--- src/sv/tbap_pkg.sv ---
`default_nettype none
package tbap_pkg;

	localparam int TIME_W = 32;
	localparam int REG_W  = 16;
	localparam int IDX_W  = 3;
	localparam int PAGE_OUT_W = 3;

	// register map
	localparam logic [IDX_W-1:0] REG_SCAN_PERIOD   = 3'd0;
	localparam logic [IDX_W-1:0] REG_COMBO_HOLD    = 3'd1;
	localparam logic [IDX_W-1:0] REG_REPEAT_START  = 3'd2;
	localparam logic [IDX_W-1:0] REG_REPEAT_FAST   = 3'd3;
	localparam logic [IDX_W-1:0] REG_REPEAT_SLOW   = 3'd4;
	localparam logic [IDX_W-1:0] REG_MODE_COOLDOWN = 3'd5;

	localparam logic [REG_W-1:0] RST_SCAN_PERIOD   = 16'd35;
	localparam logic [REG_W-1:0] RST_COMBO_HOLD    = 16'd3000;
	localparam logic [REG_W-1:0] RST_REPEAT_START  = 16'd800;
	localparam logic [REG_W-1:0] RST_REPEAT_FAST   = 16'd150;
	localparam logic [REG_W-1:0] RST_REPEAT_SLOW   = 16'd320;
	localparam logic [REG_W-1:0] RST_MODE_COOLDOWN = 16'd1500;

	typedef struct packed {
		logic [REG_W-1:0] scan_period;
		logic [REG_W-1:0] combo_hold;
		logic [REG_W-1:0] repeat_start;
		logic [REG_W-1:0] repeat_fast;
		logic [REG_W-1:0] repeat_slow;
		logic [REG_W-1:0] mode_cooldown;
	} cfg_t;

	typedef struct packed {
		logic [TIME_W-1:0] now_ms;
		logic              next_pressed;
		logic              prev_pressed;
	} sample_t;

	typedef struct packed {
		logic                  scan_taken;
		logic [PAGE_OUT_W-1:0] page_index;
		logic                  mode_toggle;
	} result_t;

	// true when now - since (wrapping) reaches the 16-bit limit
	function automatic logic elapsed_ge(input logic [TIME_W-1:0] now,
			input logic [TIME_W-1:0] since, input logic [REG_W-1:0] limit);
		logic [TIME_W-1:0] diff;
		diff = now - since;
		return diff >= {{(TIME_W-REG_W){1'b0}}, limit};
	endfunction

endpackage
`default_nettype wire

--- src/sv/tbap_cfg_regs.sv ---
`default_nettype none
module tbap_cfg_regs
	import tbap_pkg::*;
(
	input  wire logic             clk,
	input  wire logic             arst_n,
	input  wire logic             cfg_we,
	input  wire logic [IDX_W-1:0] cfg_index,
	input  wire logic [REG_W-1:0] cfg_wdata,
	output cfg_t                  cfg
);

	cfg_t cfg_q;

	always_ff @(posedge clk or negedge arst_n) begin
		if (!arst_n) begin
			cfg_q.scan_period   <= RST_SCAN_PERIOD;
			cfg_q.combo_hold    <= RST_COMBO_HOLD;
			cfg_q.repeat_start  <= RST_REPEAT_START;
			cfg_q.repeat_fast   <= RST_REPEAT_FAST;
			cfg_q.repeat_slow   <= RST_REPEAT_SLOW;
			cfg_q.mode_cooldown <= RST_MODE_COOLDOWN;
		end else if (cfg_we) begin
			case (cfg_index)
				REG_SCAN_PERIOD:   cfg_q.scan_period   <= cfg_wdata;
				REG_COMBO_HOLD:    cfg_q.combo_hold    <= cfg_wdata;
				REG_REPEAT_START:  cfg_q.repeat_start  <= cfg_wdata;
				REG_REPEAT_FAST:   cfg_q.repeat_fast   <= cfg_wdata;
				REG_REPEAT_SLOW:   cfg_q.repeat_slow   <= cfg_wdata;
				REG_MODE_COOLDOWN: cfg_q.mode_cooldown <= cfg_wdata;
				default: ;
			endcase
		end
	end

	assign cfg = cfg_q;

endmodule
`default_nettype wire

--- src/sv/tbap_engine.sv ---
`default_nettype none
module tbap_engine
	import tbap_pkg::*;
#(
	parameter int PAGE_TOTAL = 8
) (
	input  wire logic    clk,
	input  wire logic    arst_n,
	input  wire logic    take,
	input  wire sample_t smp,
	input  wire cfg_t    cfg,
	output result_t      res
);

	localparam int PW = (PAGE_TOTAL > 1) ? $clog2(PAGE_TOTAL) : 1;
	localparam logic [PW-1:0] PAGE_LAST = PW'(PAGE_TOTAL - 1);

	logic [TIME_W-1:0] last_scan_q, last_page_q, last_mode_q;
	logic [TIME_W-1:0] next_start_q, prev_start_q, combo_start_q;
	logic              next_act_q, prev_act_q, combo_act_q, toggle_done_q;
	logic [PW-1:0]     page_q;

	logic [TIME_W-1:0] next_start_d, prev_start_d, combo_start_d;
	logic [TIME_W-1:0] last_page_d, last_mode_d;
	logic              next_act_d, prev_act_d, combo_act_d, toggle_done_d;
	logic [PW-1:0]     page_d;
	logic              taken, toggle, step_ok;
	logic [REG_W-1:0]  step_iv;
	logic [TIME_W-1:0] hold_start;
	logic [PAGE_OUT_W:0] page_wide;

	always_comb begin
		taken         = elapsed_ge(smp.now_ms, last_scan_q, cfg.scan_period);
		toggle        = 1'b0;
		next_start_d  = next_start_q;
		prev_start_d  = prev_start_q;
		combo_start_d = combo_start_q;
		last_page_d   = last_page_q;
		last_mode_d   = last_mode_q;
		next_act_d    = next_act_q;
		prev_act_d    = prev_act_q;
		combo_act_d   = combo_act_q;
		toggle_done_d = toggle_done_q;
		page_d        = page_q;
		step_ok       = 1'b0;
		step_iv       = cfg.repeat_slow;
		hold_start    = smp.now_ms;

		if (smp.next_pressed && smp.prev_pressed) begin
			next_act_d = 1'b0;
			prev_act_d = 1'b0;
			if (!combo_act_q) begin
				combo_act_d   = 1'b1;
				combo_start_d = smp.now_ms;
				toggle_done_d = 1'b0;
			end
			if (!toggle_done_d &&
					elapsed_ge(smp.now_ms, combo_start_d, cfg.combo_hold) &&
					elapsed_ge(smp.now_ms, last_mode_q, cfg.mode_cooldown)) begin
				toggle        = 1'b1;
				page_d        = '0;
				last_mode_d   = smp.now_ms;
				toggle_done_d = 1'b1;
			end
		end else begin
			combo_act_d   = 1'b0;
			toggle_done_d = 1'b0;
			next_act_d    = smp.next_pressed;
			prev_act_d    = smp.prev_pressed;
			// at most one button here, so one shared repeat check
			if (smp.next_pressed) begin
				if (next_act_q) hold_start = next_start_q;
				next_start_d = hold_start;
			end
			if (smp.prev_pressed) begin
				if (prev_act_q) hold_start = prev_start_q;
				prev_start_d = hold_start;
			end
			if ((smp.now_ms - hold_start) > {{(TIME_W-REG_W){1'b0}}, cfg.repeat_start})
				step_iv = cfg.repeat_fast;
			step_ok = (smp.next_pressed || smp.prev_pressed) &&
				elapsed_ge(smp.now_ms, last_page_q, step_iv);
			if (step_ok) begin
				last_page_d = smp.now_ms;
				if (smp.next_pressed)
					page_d = (page_q == PAGE_LAST) ? '0 : page_q + 1'b1;
				else
					page_d = (page_q == '0) ? PAGE_LAST : page_q - 1'b1;
			end
		end

		// a skipped sample leaves everything as it was
		if (!taken) begin
			toggle = 1'b0;
			page_d = page_q;
		end
		page_wide = (PAGE_OUT_W + 1)'(page_d);
	end

	always_ff @(posedge clk or negedge arst_n) begin
		if (!arst_n) begin
			last_scan_q   <= '0;
			last_page_q   <= '0;
			last_mode_q   <= '0;
			next_start_q  <= '0;
			prev_start_q  <= '0;
			combo_start_q <= '0;
			next_act_q    <= 1'b0;
			prev_act_q    <= 1'b0;
			combo_act_q   <= 1'b0;
			toggle_done_q <= 1'b0;
			page_q        <= '0;
		end else if (take && taken) begin
			last_scan_q   <= smp.now_ms;
			last_page_q   <= last_page_d;
			last_mode_q   <= last_mode_d;
			next_start_q  <= next_start_d;
			prev_start_q  <= prev_start_d;
			combo_start_q <= combo_start_d;
			next_act_q    <= next_act_d;
			prev_act_q    <= prev_act_d;
			combo_act_q   <= combo_act_d;
			toggle_done_q <= toggle_done_d;
			page_q        <= page_d;
		end
	end

	assign res = '{scan_taken: taken, page_index: page_wide[PAGE_OUT_W-1:0],
		mode_toggle: toggle};

endmodule
`default_nettype wire

--- src/sv/two_button_autorepeat_pager_core.sv ---
// Two-button pager with auto-repeat and a both-held mode toggle.
//
// Input channel (in_valid/in_ready): one word per sample, carrying a free
// running millisecond timestamp now_ms and the two button levels.
// Output channel (out_valid/out_ready): exactly one word per sample:
// scan_taken, page_index and a one-sample mode_toggle pulse.
// Configuration: cfg_we writes cfg_wdata into register cfg_index at the
// clock edge; indexes past the last register are ignored. Write only
// while no sample is in flight.
//
// Pipeline: a sample accepted into the input register is evaluated against
// the tracker state and lands in the output register when it advances.
// Throughput: one sample per cycle while out_ready is high; the state
// update is a single pass of 32-bit subtract-and-compare logic between
// the two registers.
// Stall: while out_ready is low the output word holds and the input
// register holds one more sample; in_ready drops only when both are full.
// Reset: arst_n clears the valid flags of both registers and the tracker
// state (times zero, no holds, page 0), and loads the default register values.
`default_nettype none
module two_button_autorepeat_pager_core
	import tbap_pkg::*;
#(
	parameter int PAGE_TOTAL = 8
) (
	input  wire logic                  clk,
	input  wire logic                  arst_n,
	input  wire logic                  in_valid,
	output logic                       in_ready,
	input  wire logic [TIME_W-1:0]     now_ms,
	input  wire logic                  next_pressed,
	input  wire logic                  prev_pressed,
	output logic                       out_valid,
	input  wire logic                  out_ready,
	output logic                       scan_taken,
	output logic [PAGE_OUT_W-1:0]      page_index,
	output logic                       mode_toggle,
	input  wire logic                  cfg_we,
	input  wire logic [IDX_W-1:0]      cfg_index,
	input  wire logic [REG_W-1:0]      cfg_wdata
);

	cfg_t    cfg;
	sample_t smp_s1;
	logic    valid_s1;
	result_t res, res_s2;
	logic    valid_s2;
	logic    advance;

	tbap_cfg_regs u_cfg (
		.clk       (clk),
		.arst_n    (arst_n),
		.cfg_we    (cfg_we),
		.cfg_index (cfg_index),
		.cfg_wdata (cfg_wdata),
		.cfg       (cfg)
	);

	assign advance  = valid_s1 && (!valid_s2 || out_ready);
	assign in_ready = !valid_s1 || advance;

	always_ff @(posedge clk or negedge arst_n) begin
		if (!arst_n) begin
			valid_s1 <= 1'b0;
		end else if (in_ready) begin
			valid_s1 <= in_valid;
		end
	end

	always_ff @(posedge clk) begin
		if (in_ready && in_valid) begin
			smp_s1 <= '{now_ms: now_ms, next_pressed: next_pressed,
				prev_pressed: prev_pressed};
		end
	end

	tbap_engine #(
		.PAGE_TOTAL (PAGE_TOTAL)
	) u_engine (
		.clk    (clk),
		.arst_n (arst_n),
		.take   (advance),
		.smp    (smp_s1),
		.cfg    (cfg),
		.res    (res)
	);

	always_ff @(posedge clk or negedge arst_n) begin
		if (!arst_n) begin
			valid_s2 <= 1'b0;
		end else if (!valid_s2 || out_ready) begin
			valid_s2 <= valid_s1;
		end
	end

	always_ff @(posedge clk) begin
		if (advance) res_s2 <= res;
	end

	assign out_valid   = valid_s2;
	assign scan_taken  = res_s2.scan_taken;
	assign page_index  = res_s2.page_index;
	assign mode_toggle = res_s2.mode_toggle;

	a_toggle_needs_scan: assert property (@(posedge clk) disable iff (!arst_n)
		out_valid && mode_toggle |-> scan_taken)
		else $error("mode toggle on a skipped sample");

	a_toggle_clears_page: assert property (@(posedge clk) disable iff (!arst_n)
		out_valid && mode_toggle |-> page_index == '0)
		else $error("mode toggle without page reset");

	a_ready_when_out_free: assert property (@(posedge clk) disable iff (!arst_n)
		!out_valid |-> in_ready)
		else $error("input stalled with empty output");

	a_page_in_range: assert property (@(posedge clk) disable iff (!arst_n)
		out_valid |-> 32'(page_index) < PAGE_TOTAL)
		else $error("page index out of range");

endmodule
`default_nettype wire
--- config.mk ---
export PLATFORM = sky130hd
export DESIGN_NAME = two_button_autorepeat_pager_core
export DESIGN_NICKNAME = d
export VERILOG_FILES = /design/src/sv/tbap_pkg.sv /design/src/sv/tbap_cfg_regs.sv /design/src/sv/tbap_engine.sv /design/src/sv/two_button_autorepeat_pager_core.sv
export SDC_FILE = /design/constraint.sdc
export NUM_CORES = 1
export LEC_CHECK = 0
export ABC_CLOCK_PERIOD_IN_PS = 8710
export BUFFER_PORTS_ARGS = -buffer_cell sky130_fd_sc_hd__buf_2
export CORE_ASPECT_RATIO = 2
export CORE_MARGIN = 4
export CORE_UTILIZATION = 58
export DETAILED_ROUTE_END_ITERATION = 8
export GPL_TIMING_DRIVEN = 0
export PLACE_DENSITY_LB_ADDON = 0.25
export SETUP_SLACK_MARGIN = 0.1
export SLEW_MARGIN = 20
export SYNTH_ARGS = -nofsm -noshare
export SYNTH_HDL_FRONTEND = slang
export SYNTH_SLANG_ARGS = --single-unit
--- constraint.sdc ---
create_clock -name clk -period 8.71 [get_ports clk]
set_input_delay 2.613 -clock clk [delete_from_list [all_inputs] [get_ports clk]]
set_output_delay 2.613 -clock clk [all_outputs]
set_load 0.01 [all_outputs]
==> results of run 1 <==
## routing by layer
| layer | wire, µm | up-vias |
|---|---|---|
| met3 | 3508 | 292 |
| li1 | - | 10340 |
| met2 | 42240 | 691 |
| met1 | 29480 | 10700 |
| met4 | 7048 | 0 |
| met5 | 0 | - |
## synth_stat cells, types with 15 or more instances
| library cell | n |
|---|---|
| dfrtp_1 | 271 |
| a21oi_1 | 253 |
| nand2_1 | 249 |
| ha_1 | 241 |
| inv_1 | 235 |
| o21ai_0 | 218 |
| mux2_2 | 123 |
| mux2i_1 | 120 |
| nor2_1 | 116 |
| clkbuf_1 | 89 |
| xnor2_1 | 62 |
| a21o_1 | 54 |
| nand4_1 | 52 |
| nand3_1 | 43 |
| xor2_1 | 43 |
| edfxtp_1 | 39 |
| nor3_1 | 38 |
| nand2b_1 | 33 |
| o21a_1 | 31 |
| mux2_4 | 29 |
| a31oi_1 | 28 |
| a211oi_1 | 27 |
| dfstp_2 | 26 |
| o211ai_1 | 26 |
| and3_1 | 25 |
| nor2b_1 | 19 |
| nor4_1 | 18 |
| and2_1 | 15 |
| o21bai_1 | 15 |
## critical path, delay by kind of cell, from the launching register on
family	cells	cell delay, ps
XOR/XNOR	1	130
AO/OA/AOI/OAI	15	3010
AND/OR/NAND/NOR	6	1240
adder cells (fa/ha/maj)	2	530
flip-flops	1	440
multiplexers	3	880
buffers and inverters	7	1760
## cells in the final DEF (no fill, tap or decap), types with 25 or more instances in the layout
master	Yosys	layout
o21ai_0	218	213
xor2_1	43	43
ha_1	241	240
nor3_1	38	37
dfstp_2	26	26
clkbuf_1	89	86
buf_2	12	75
a21o_1	54	54
inv_1	235	234
edfxtp_1	39	39
mux2_4	29	29
nor2_1	116	116
dfrtp_1	271	271
nand2b_1	33	33
buf_4	6	28
o211ai_1	26	26
o21a_1	31	31
and3_1	25	25
nand3_1	43	43
nand2_1	249	246
nand4_1	52	52
a21oi_1	253	251
xnor2_1	62	62
mux2i_1	120	118
clkbuf_16	0	31
a31oi_1	28	28
a211oi_1	27	27
mux2_2	123	123
## state kept, by name, summed over array words and instances, names as in the netlist, 32 cells and up
name,flops
u_engine.last_page_q,32
u_engine.last_scan_q,32
u_cfg.cfg,96
u_engine.last_mode_q,32
u_engine.next_start_q,32
smp_s1,34
u_engine.combo_start_q,32
u_engine.prev_start_q,32
## repair_timing
item,CTS,global route
endpoints found under the setup margin,38,38
gates cloned,0,1
buffers inserted,10,14
gates resized for setup,16,36
pin swaps,2,9
## kinds of logic (layout without fill, tap and decap cells)
logic type                 count (synthesis)  in the layout  share of synthesized area, %
AOI/OAI and AO/OA                        796            796                         19.59
and+or+nand+nor                          667            667                         12.87
buffers and inverters                    355            507                         5.737
DFF                                      336            336                         33.99
muxes                                    273            273                         11.94
adders and majority gates                246            246                         12.26
xor gates and xnor gates                 105            105                         3.619
## cell type report
cell class | instances | share of cell area [%]
Multi-Input combinational cell | 2087 | 55.03
Sequential cell | 336 | 30.86
Inverter | 236 | 3.179
Clock buffer | 34 | 2.848
Tap cell | 550 | 2.459
Timing Repair Buffer | 94 | 2.289
Buffer | 119 | 2.231
Clock inverter | 24 | 1.113
## power breakdown
| group | total, mW | internal, mW | switching (mW) |
|---|---|---|---|
| registers | 2.24 | 1.99 | 0.251 |
| logic | 3.44 | 1.43 | 2.00 |
| clock network | 1.50 | 0.847 | 0.657 |
| total | 7.18 | 4.27 | 2.91 |
## worst max path at each step
| stage | to | slack, ps | cells after the start |
|---|---|---|---|
| global placement | u_engine.last_page_q[26] | -2610 | 38 |
| finish | u_engine.last_page_q[21] | 590 | 34 |
| global route | page_index[2] | 170 | 41 |
| CTS | u_engine.last_page_q[12] | 120 | 41 |
| floorplan | u_engine.last_page_q[10] | 500 | 39 |
| detailed placement | u_engine.last_page_q[28] | -1480 | 39 |
==> flow_summary.yaml, run 1 <==
synthesis:
  yosysWarnings: 0
  synth_edf_count: 39
  syn_area_per_cell_um2: 9.147
  ys_types: 92
  yosysSeqAreaShare_pct: 33.99
  synth_area_leaders: "dfrtp_1 (27%), ha_1 (12%), mux2_2 (5.5%), a21oi_1 (5.0%), mux2i_1 (4.7%)"
  async_flop_share_pct: 88.39
  synth_area_um2: 25410
  ys_ff_latch: 336
  synth.top_cell.area_share_pct: 26.69
  ys.flop_type: "dfrtp_1"
  postSynthCellCount: 2778
  synth_largest_area_cell: "dfrtp_1"
  synth_nets: 3082
sta:
  worstMarginPinSlew_ps: 1037
  rsz0062_at_grt: "no"
  slew_headroom_pct: 30.86
  clock_skew_ps: 31.16
  min_period_ps: 8119
  report.final.slew_viol_count: 0
  finalCritPeriodShare_pct: 93.21
  setup_viol: 0
  final-hold-violation-count: 0
  fmax_mhz: 123.2
  timing.hold.ws_ps: 505.3
  setup_tns_ps: 0
  fin_ws_ps: 591.4
die:
  die_y_um: 304.0
  initial_core_util_pct: 58.58
  rows: 108
  design.core.area_um2: 43380
  dieArea_um2: 47420
  io-pin-count: 65
  die_w_um: 156
setup_path:
  cp.arrival_ps: 8620
  worstSetupStartpointType: "flop"
  rr_endpoint: "u_engine.last_page_q[21]"
  startpoint: "u_engine.next_act_q"
  slowest_delay_ps: 660
  r2r_start: "u_engine.next_act_q"
  worst_setup_path_end_kind: "flop"
  critPathMaxFanout: 10
  r2r_slack_ps: 590
  r2r_cells: 34
  crit_type: "reg2reg"
  cp.required_ps: 9210
  slowest_stage: "buf_1"
grt:
  met3_usage_pct: 3.430
  grt_overflow: 0
  grt_max_degree: 99
  grt_pass1_wl_um: 125400
  antenna_found_initial: 0
  grt_pass1_vias: 22780
  grt_busiest_layer: "met2"
  global_route.usage.met1_pct: 36.44
  track_usage_pct: 34.10
  met2_usage_pct: 61.49
finish:
  layout-drive-gt1-share_pct: 13.82
  multi_input_area_um2: 15400
  antenna_cells: 0
  design_area_um2: 27990
  fin_nets: 3209
  seq_area_um2: 8636
  nFillCells: 3652
  stdcell_count: 3480
  syn_to_final_growth_pct: 10.14
  fin_util_pct: 64.52
clock_network:
  cts_tree: "yes"
  cts_root_buf: "clkbuf_16"
  cts_htree_levels: 1
  clock_sinks: 336
  cts_hold_buf: 0
  clkSlewWorstSetupHoldPaths_ps: 70
  clock_path_buffers: 3
  numCtsBuffers: 31
  clkLatencyLatePin_ps: 620
power_and_ir_drop:
  fin_total_pwr_mw: 7.180
  leakagePower_nw: 12.91
  p_per_area_nw_per_um2: 256.6
  vdd_drop_max_v: 0.0002064
routing:
  antenna_left: 0
  drcViolationCount: 0
  num_vias: 22020
  drtIter0Drc: 1387
  dr.pass1.iters: 5
  drt-total-wl_um: 82280
  vias_per_cell: 6.329
  wire_per_inst_um: 23.64
placed_design:
  dp_hpwl_um: 62150
  dp_slack_ps: -1477
  port_buffers: 64
  placed_cells: 3397
  placed_area_um2: 26550
  routabilityCongestion: 0.9749
hold_path:
  hp-start: "u_engine.next_start_q[22]"
  hold_path_class: "reg2reg"
  min_path_cells: 1
  min_to: "u_engine.next_start_q[22]"
outcome:
  status: "complete, no violations"
job:
  drv_cap: 0
Note: power is estimated with default switching activity, not from simulation.
==> run 2: changes to the inputs <==
CORE_MARGIN = unset   (was 4)
SLEW_MARGIN = 25   (was 20)
SYNTH_HIERARCHICAL = 1   (was unset)
==> run 2 against run 1 <==
The flow now finishes with violations (negative setup slack). Via count fell by 3.4%. Utilization rose by 1.6 points. Global-route usage fell by 0.59 points. Critical path depth rose by 4. Worst setup slack got worse by 770 ps. Sequential share of layout area fell by 0.25 points. Synthesized cell count fell by 4.2%. Flip-flop and latch count did not move. Total power rose by 2.0%. Clock-buffer cell count rose by 13. Largest cell class unchanged. Largest power group unchanged.
==> flow_summary.yaml, run 2 <==
sta:
  min_period_ps: 8891
  fmax_mhz: 112.5
  fin_ws_ps: -180.8
  clock_skew_ps: 24.85
  worstMarginPinSlew_ps: 1043
  setup_tns_ps: -5573
  final-hold-violation-count: 0
  setup_viol: 35
  finalCritPeriodShare_pct: 102.1
  slew_headroom_pct: 28.64
  timing.hold.ws_ps: 477.3
  rsz0062_at_grt: "yes"
  report.final.slew_viol_count: 0
clock_network:
  cts_root_buf: "clkbuf_16"
  clkSlewWorstSetupHoldPaths_ps: 70
  numCtsBuffers: 34
  cts_hold_buf: 0
  cts_htree_levels: 2
  clock_sinks: 336
  clock_path_buffers: 3
  cts_tree: "yes"
  clkLatencyLatePin_ps: 550
setup_path:
  slowest_stage: "or4b_4"
  worst_setup_path_end_kind: "flop"
  r2r_start: "u_engine/next_act_q"
  crit_type: "reg2reg"
  startpoint: "u_engine/next_act_q"
  worstSetupStartpointType: "flop"
  cp.required_ps: 9130
  critPathMaxFanout: 10
  cp.arrival_ps: 9310
  slowest_delay_ps: 560
synthesis:
  yosysWarnings: 6
  synth.area.mux_share_pct: 14.19
  synth.top_cell.area_share_pct: 26.96
  synth_edf_count: 39
  ys_ff_latch: 336
  ys_types: 91
  synthAdderAreaFrac_pct: 12.39
  synth_xor_area_share_pct: 3.412
  yosysSeqAreaShare_pct: 34.33
  synth_nets: 2965
  ys.flop_type: "dfrtp_1"
  synth_largest_area_cell: "dfrtp_1"
  postSynthCellCount: 2661
  synth.top_cells.by_count: "dfrtp_1 (271), nand2_1 (247), ha_1 (241), o21ai_0 (203), inv_1 (201)"
  synth_area_um2: 25150
  synth-compound-area-share_pct: 18.08
  async_flop_share_pct: 88.39
  yosysMostFrequentCell: "dfrtp_1"
  synthSimpleGateAreaFrac_pct: 12.56
  synth_area_leaders: "dfrtp_1 (27%), ha_1 (12%), mux2_2 (9.0%), edfxtp_1 (4.7%), o21ai_0 (4.0%)"
  syn_area_per_cell_um2: 9.453
  synth_top_family_by_area: "compound AO/OA/AOI/OAI gates"
grt:
  grt_max_degree: 87
  track_usage_pct: 33.51
  grt_pass1_wl_um: 114500
  antenna_found_initial: 0
  grt_pass1_vias: 21190
  grt_overflow: 0
routing:
  vias_per_cell: 6.298
  antenna_left: 0
  num_vias: 21270
  drt-total-wl_um: 74130
  drtIter0Drc: 1328
  drcViolationCount: 0
  wire_per_inst_um: 21.95
  dr.pass1.iters: 5
placed_design:
  port_buffers: 63
  dp_hpwl_um: 56690
  routabilityCongestion: 0.9739
outcome:
  failed_checks: "negative setup slack"
  status: "complete, but fails checks"
die:
  initial_core_util_pct: 58.90
  design.core.area_um2: 42710
  die_w_um: 149.3
  dieArea_um2: 44260
  die_y_um: 296.5
  rows: 107
  io-pin-count: 65
finish:
  syn_to_final_growth_pct: 12.19
  fin_nets: 3110
  final_cell_mix: "dfrtp_1 (271), nand2_1 (243), ha_1 (240)"
  antenna_cells: 0
  largest_reg_flops: 96
  layout-drive-gt1-share_pct: 18.93
  final_common_cell: "dfrtp_1"
hold_path:
  hp-start: "u_engine/prev_start_q[4]"
  hold_path_class: "reg2reg"
power_and_ir_drop:
  vdd_drop_max_v: 0.0002897
  fin_total_pwr_mw: 7.323
  leakagePower_nw: 12.98
  p_per_area_nw_per_um2: 259.5
job:
  drv_cap: 0
==> run 2: cell families after synthesis <==
kind of cell,Yosys count
compound gates,717
simple gates,640
flops,336
mux,317
buf+inv,307
fa+ha+maj,246
xor+xnor,98
==> run 2: final cells by class <==
| cell class | count | area (µm²) |
|---|---|---|
| buffer | 106 | 593.1 |
| clock buffer | 47 | 1035 |
| clock inverter | 15 | 188.9 |
| fill | 3487 | 14490 |
| inverter | 201 | 754.5 |
| multi-input combinational | 2018 | 15570 |
| sequential | 336 | 8636 |
| tap | 545 | 681.9 |
| timing repair buffer | 109 | 757.0 |
==> run 2: layer usage <==
layer,vias up,wire length (µm),GRT usage (%)
met3,253,3293,3.650
li1,9993,-,-
met1,10290,28060,37.07
met2,736,36910,59.34
met4,0,5870,23.64
met5,-,0,0
==> run 2: metrics by stage <==
step	util [%]	std cells	setup WS [ps]	area (µm²)
floorplan	-	2661	148.1	25160
global placement	61.24	3269	-3186	26150
detailed placement	61.45	3272	-3210	26250
CTS	65.20	3349	35.43	27850
global route	66.08	3377	-410.6	28220
finish	66.08	3377	-180.8	28220
==> run 2: power breakdown <==
group	switching, mW	total (mW)	internal [mW]
clock	0.664	1.60	0.935
sequential	0.260	2.24	1.98
combinational	1.98	3.48	1.50
==> run 2: path summary, 6_finish.rpt <==
path	end	slack, ps	cells past startpoint
max	u_engine/last_page_q[14]	-180	38
min	u_engine/prev_start_q[4]	480	2
max reg2reg	u_engine/last_page_q[14]	-180	38
min reg2reg	u_engine/prev_start_q[4]	480	2
max in group asynchronous	u_cfg/cfg[57]	5470	3
min in group asynchronous	u_engine/last_page_q[26]	2000	1
==> run 2: repair_timing <==
item	in CTS	in global routing
gates resized for setup	71	47
setup endpoints to repair	38	38
hold endpoints to repair	0	0
pin swaps	20	39
buffers inserted	15	25
gates cloned	0	3
==> run 2: worst max-delay path, delay by kind of cell, from the launching register on <==
kind,cells,cell delay (ps)
AO/OA/AOI/OAI,11,2250
XOR/XNOR,1,360
adder cells (fa/ha/maj),3,1030
buffers and inverters,6,970
flip-flops,1,490
multiplexers,3,600
AND/OR/NAND/NOR,14,3050
==> run 3: changes to the inputs <==
ABC_CLOCK_PERIOD_IN_PS = 7400   (was 8710)
clock period = 7.4 ns   (was 8.71 ns; I/O delays follow)
==> run 3 against run 2 <==
Sequential share of layout area fell by 0.27 points. Cell count grew 0.92%. Largest power group unchanged. The flow still finishes with violations (negative setup slack). Combinational power up 20%. Global-route usage grew 0.66 points. Register-to-register slack lost 970 ps. Die area did not move. Critical endpoint is now u_engine/last_page_q[12]. Worst hold slack improved by 2.6 ps.
==> flow_summary.yaml, run 3 (synthesis gave the netlist of run 2 again) <==
outcome:
  status: "complete, but fails checks"
  failed_checks: "negative setup slack"
power_and_ir_drop:
  vdd_drop_max_v: 0.0002563
  fin_total_pwr_mw: 8.624
  p_per_area_nw_per_um2: 302.8
  leakagePower_nw: 13.15
grt:
  grt_overflow: 0
  antenna_found_initial: 0
  grt_max_degree: 87
  track_usage_pct: 34.17
  grt_pass1_wl_um: 116100
  grt_pass1_vias: 21520
die:
  design.core.area_um2: 42710
  die_y_um: 296.5
  io-pin-count: 65
  dieArea_um2: 44260
  rows: 107
  die_w_um: 149.3
  initial_core_util_pct: 58.90
routing:
  dr.pass1.iters: 5
  num_vias: 21420
  antenna_left: 0
  wire_per_inst_um: 21.87
  drt-total-wl_um: 74520
  drcViolationCount: 0
  drtIter0Drc: 1310
  vias_per_cell: 6.285
finish:
  largest_reg_flops: 96
  multi_input_area_um2: 15630
  fin_util_pct: 66.68
  final_common_cell: "dfrtp_1"
  antenna_cells: 0
  layout-drive-gt1-share_pct: 20.33
  fin_nets: 3140
  syn_to_final_growth_pct: 13.22
  nFillCells: 3430
  final_cell_mix: "dfrtp_1 (270), nand2_1 (244), ha_1 (237)"
  seq_area_um2: 8637
clock_network:
  cts_tree: "yes"
  clkLatencyLatePin_ps: 540
  numCtsBuffers: 35
  cts_htree_levels: 2
  cts_root_buf: "clkbuf_16"
  clock_sinks: 336
  clock_path_buffers: 3
  cts_hold_buf: 0
  clkSlewWorstSetupHoldPaths_ps: 70
setup_path:
  cp.required_ps: 7820
  slowest_stage: "or4b_4"
  slowest_delay_ps: 500
  crit_type: "reg2reg"
  cp.arrival_ps: 8960
  cp_common_cell: "ha_1"
  worstSetupStartpointType: "flop"
  critPathMaxFanout: 9
  worst_setup_path_end_kind: "flop"
sta:
  clock_skew_ps: 18.69
  worstMarginPinSlew_ps: 1027
  timing.hold.ws_ps: 479.9
  finalCritPeriodShare_pct: 115.5
  rsz0062_at_grt: "yes"
  report.final.slew_viol_count: 0
  fin_ws_ps: -1148
  setup_viol: 38
  slew_headroom_pct: 31.36
  min_period_ps: 8548
  final-hold-violation-count: 0
  fmax_mhz: 117.0
placed_design:
  port_buffers: 63
  routabilityCongestion: 0.9355
  dp_hpwl_um: 55940
job:
  drv_cap: 0
hold_path:
  hold_path_class: "reg2reg"
run 3: cell type report:
cell class / count / share of cell area (%)
Sequential cell: 336 / 30.33
Buffer: 105 / 2.131
Multi-Input combinational cell: 2018 / 54.89
Tap cell: 545 / 2.394
Clock buffer: 46 / 3.541
Clock inverter: 18 / 0.5975
Timing Repair Buffer: 139 / 3.453
Inverter: 201 / 2.662
run 3: worst max-delay path: cells and delay by family (launching register included):
family / cells / cell delay, ps
AND/OR/NAND/NOR: 15 / 2800
multiplexers: 3 / 700
adder cells (fa/ha/maj): 3 / 900
XOR/XNOR: 1 / 120
buffers and inverters: 5 / 840
flip-flops: 1 / 420
AO/OA/AOI/OAI: 13 / 2600
run 3: what timing repair did:
action / CTS / global route
resized for setup: 58 / 31
pin swaps: 27 / 24
setup endpoints to repair: 202 / 190
gates cloned: 2 / 0
buffers inserted: 49 / 22
run 3: worst paths after layout:
path                                                 from                   endpoint  slack [ps]  cells past startpoint
max in group asynchronous                          arst_n              u_cfg/cfg[71]        4580                      3
worst max register to register                  smp_s1[1]   u_engine/last_page_q[12]       -1150                     40
min in group asynchronous                          arst_n   u_engine/last_page_q[22]        1600                      1
worst min register to register  u_engine/prev_start_q[30]  u_engine/prev_start_q[30]         480                      2
worst max-delay path                            smp_s1[1]   u_engine/last_page_q[12]       -1150                     40
worst min-delay path            u_engine/prev_start_q[30]  u_engine/prev_start_q[30]         480                      2
run 3: where the power goes:
part | total, mW | switching [mW] | internal, mW
logic | 4.18 | 2.37 | 1.81
clock network | 1.82 | 0.780 | 1.04
registers | 2.63 | 0.295 | 2.33
run 3: per-stage QoR:
| step | instances | TNS, ps | setup WS (ps) | area [µm²] |
|---|---|---|---|---|
| 3_3_place_gp | 3269 | -515120 | -2272 | 26280 |
| 3_5_place_dp | 3272 | -170020 | -2567 | 26370 |
| 2_1_floorplan | 2661 | -6066 | -197.5 | 25280 |
| 4_1_cts | 3386 | -37140 | -1050 | 28180 |
| 5_1_grt | 3408 | -50610 | -1394 | 28480 |
| 6_report | 3408 | -40980 | -1148 | 28480 |
run 3: routing by layer:
layer | track usage [%] | part of all wire, % | up-vias
li1 | - | - | 10090
met1 | 36.98 | 37 | 10440
met2 | 61.06 | 51 | 679
met3 | 3.512 | 4.2 | 219
met4 | 25.36 | 8.2 | 0
met5 | 0 | 0 | -
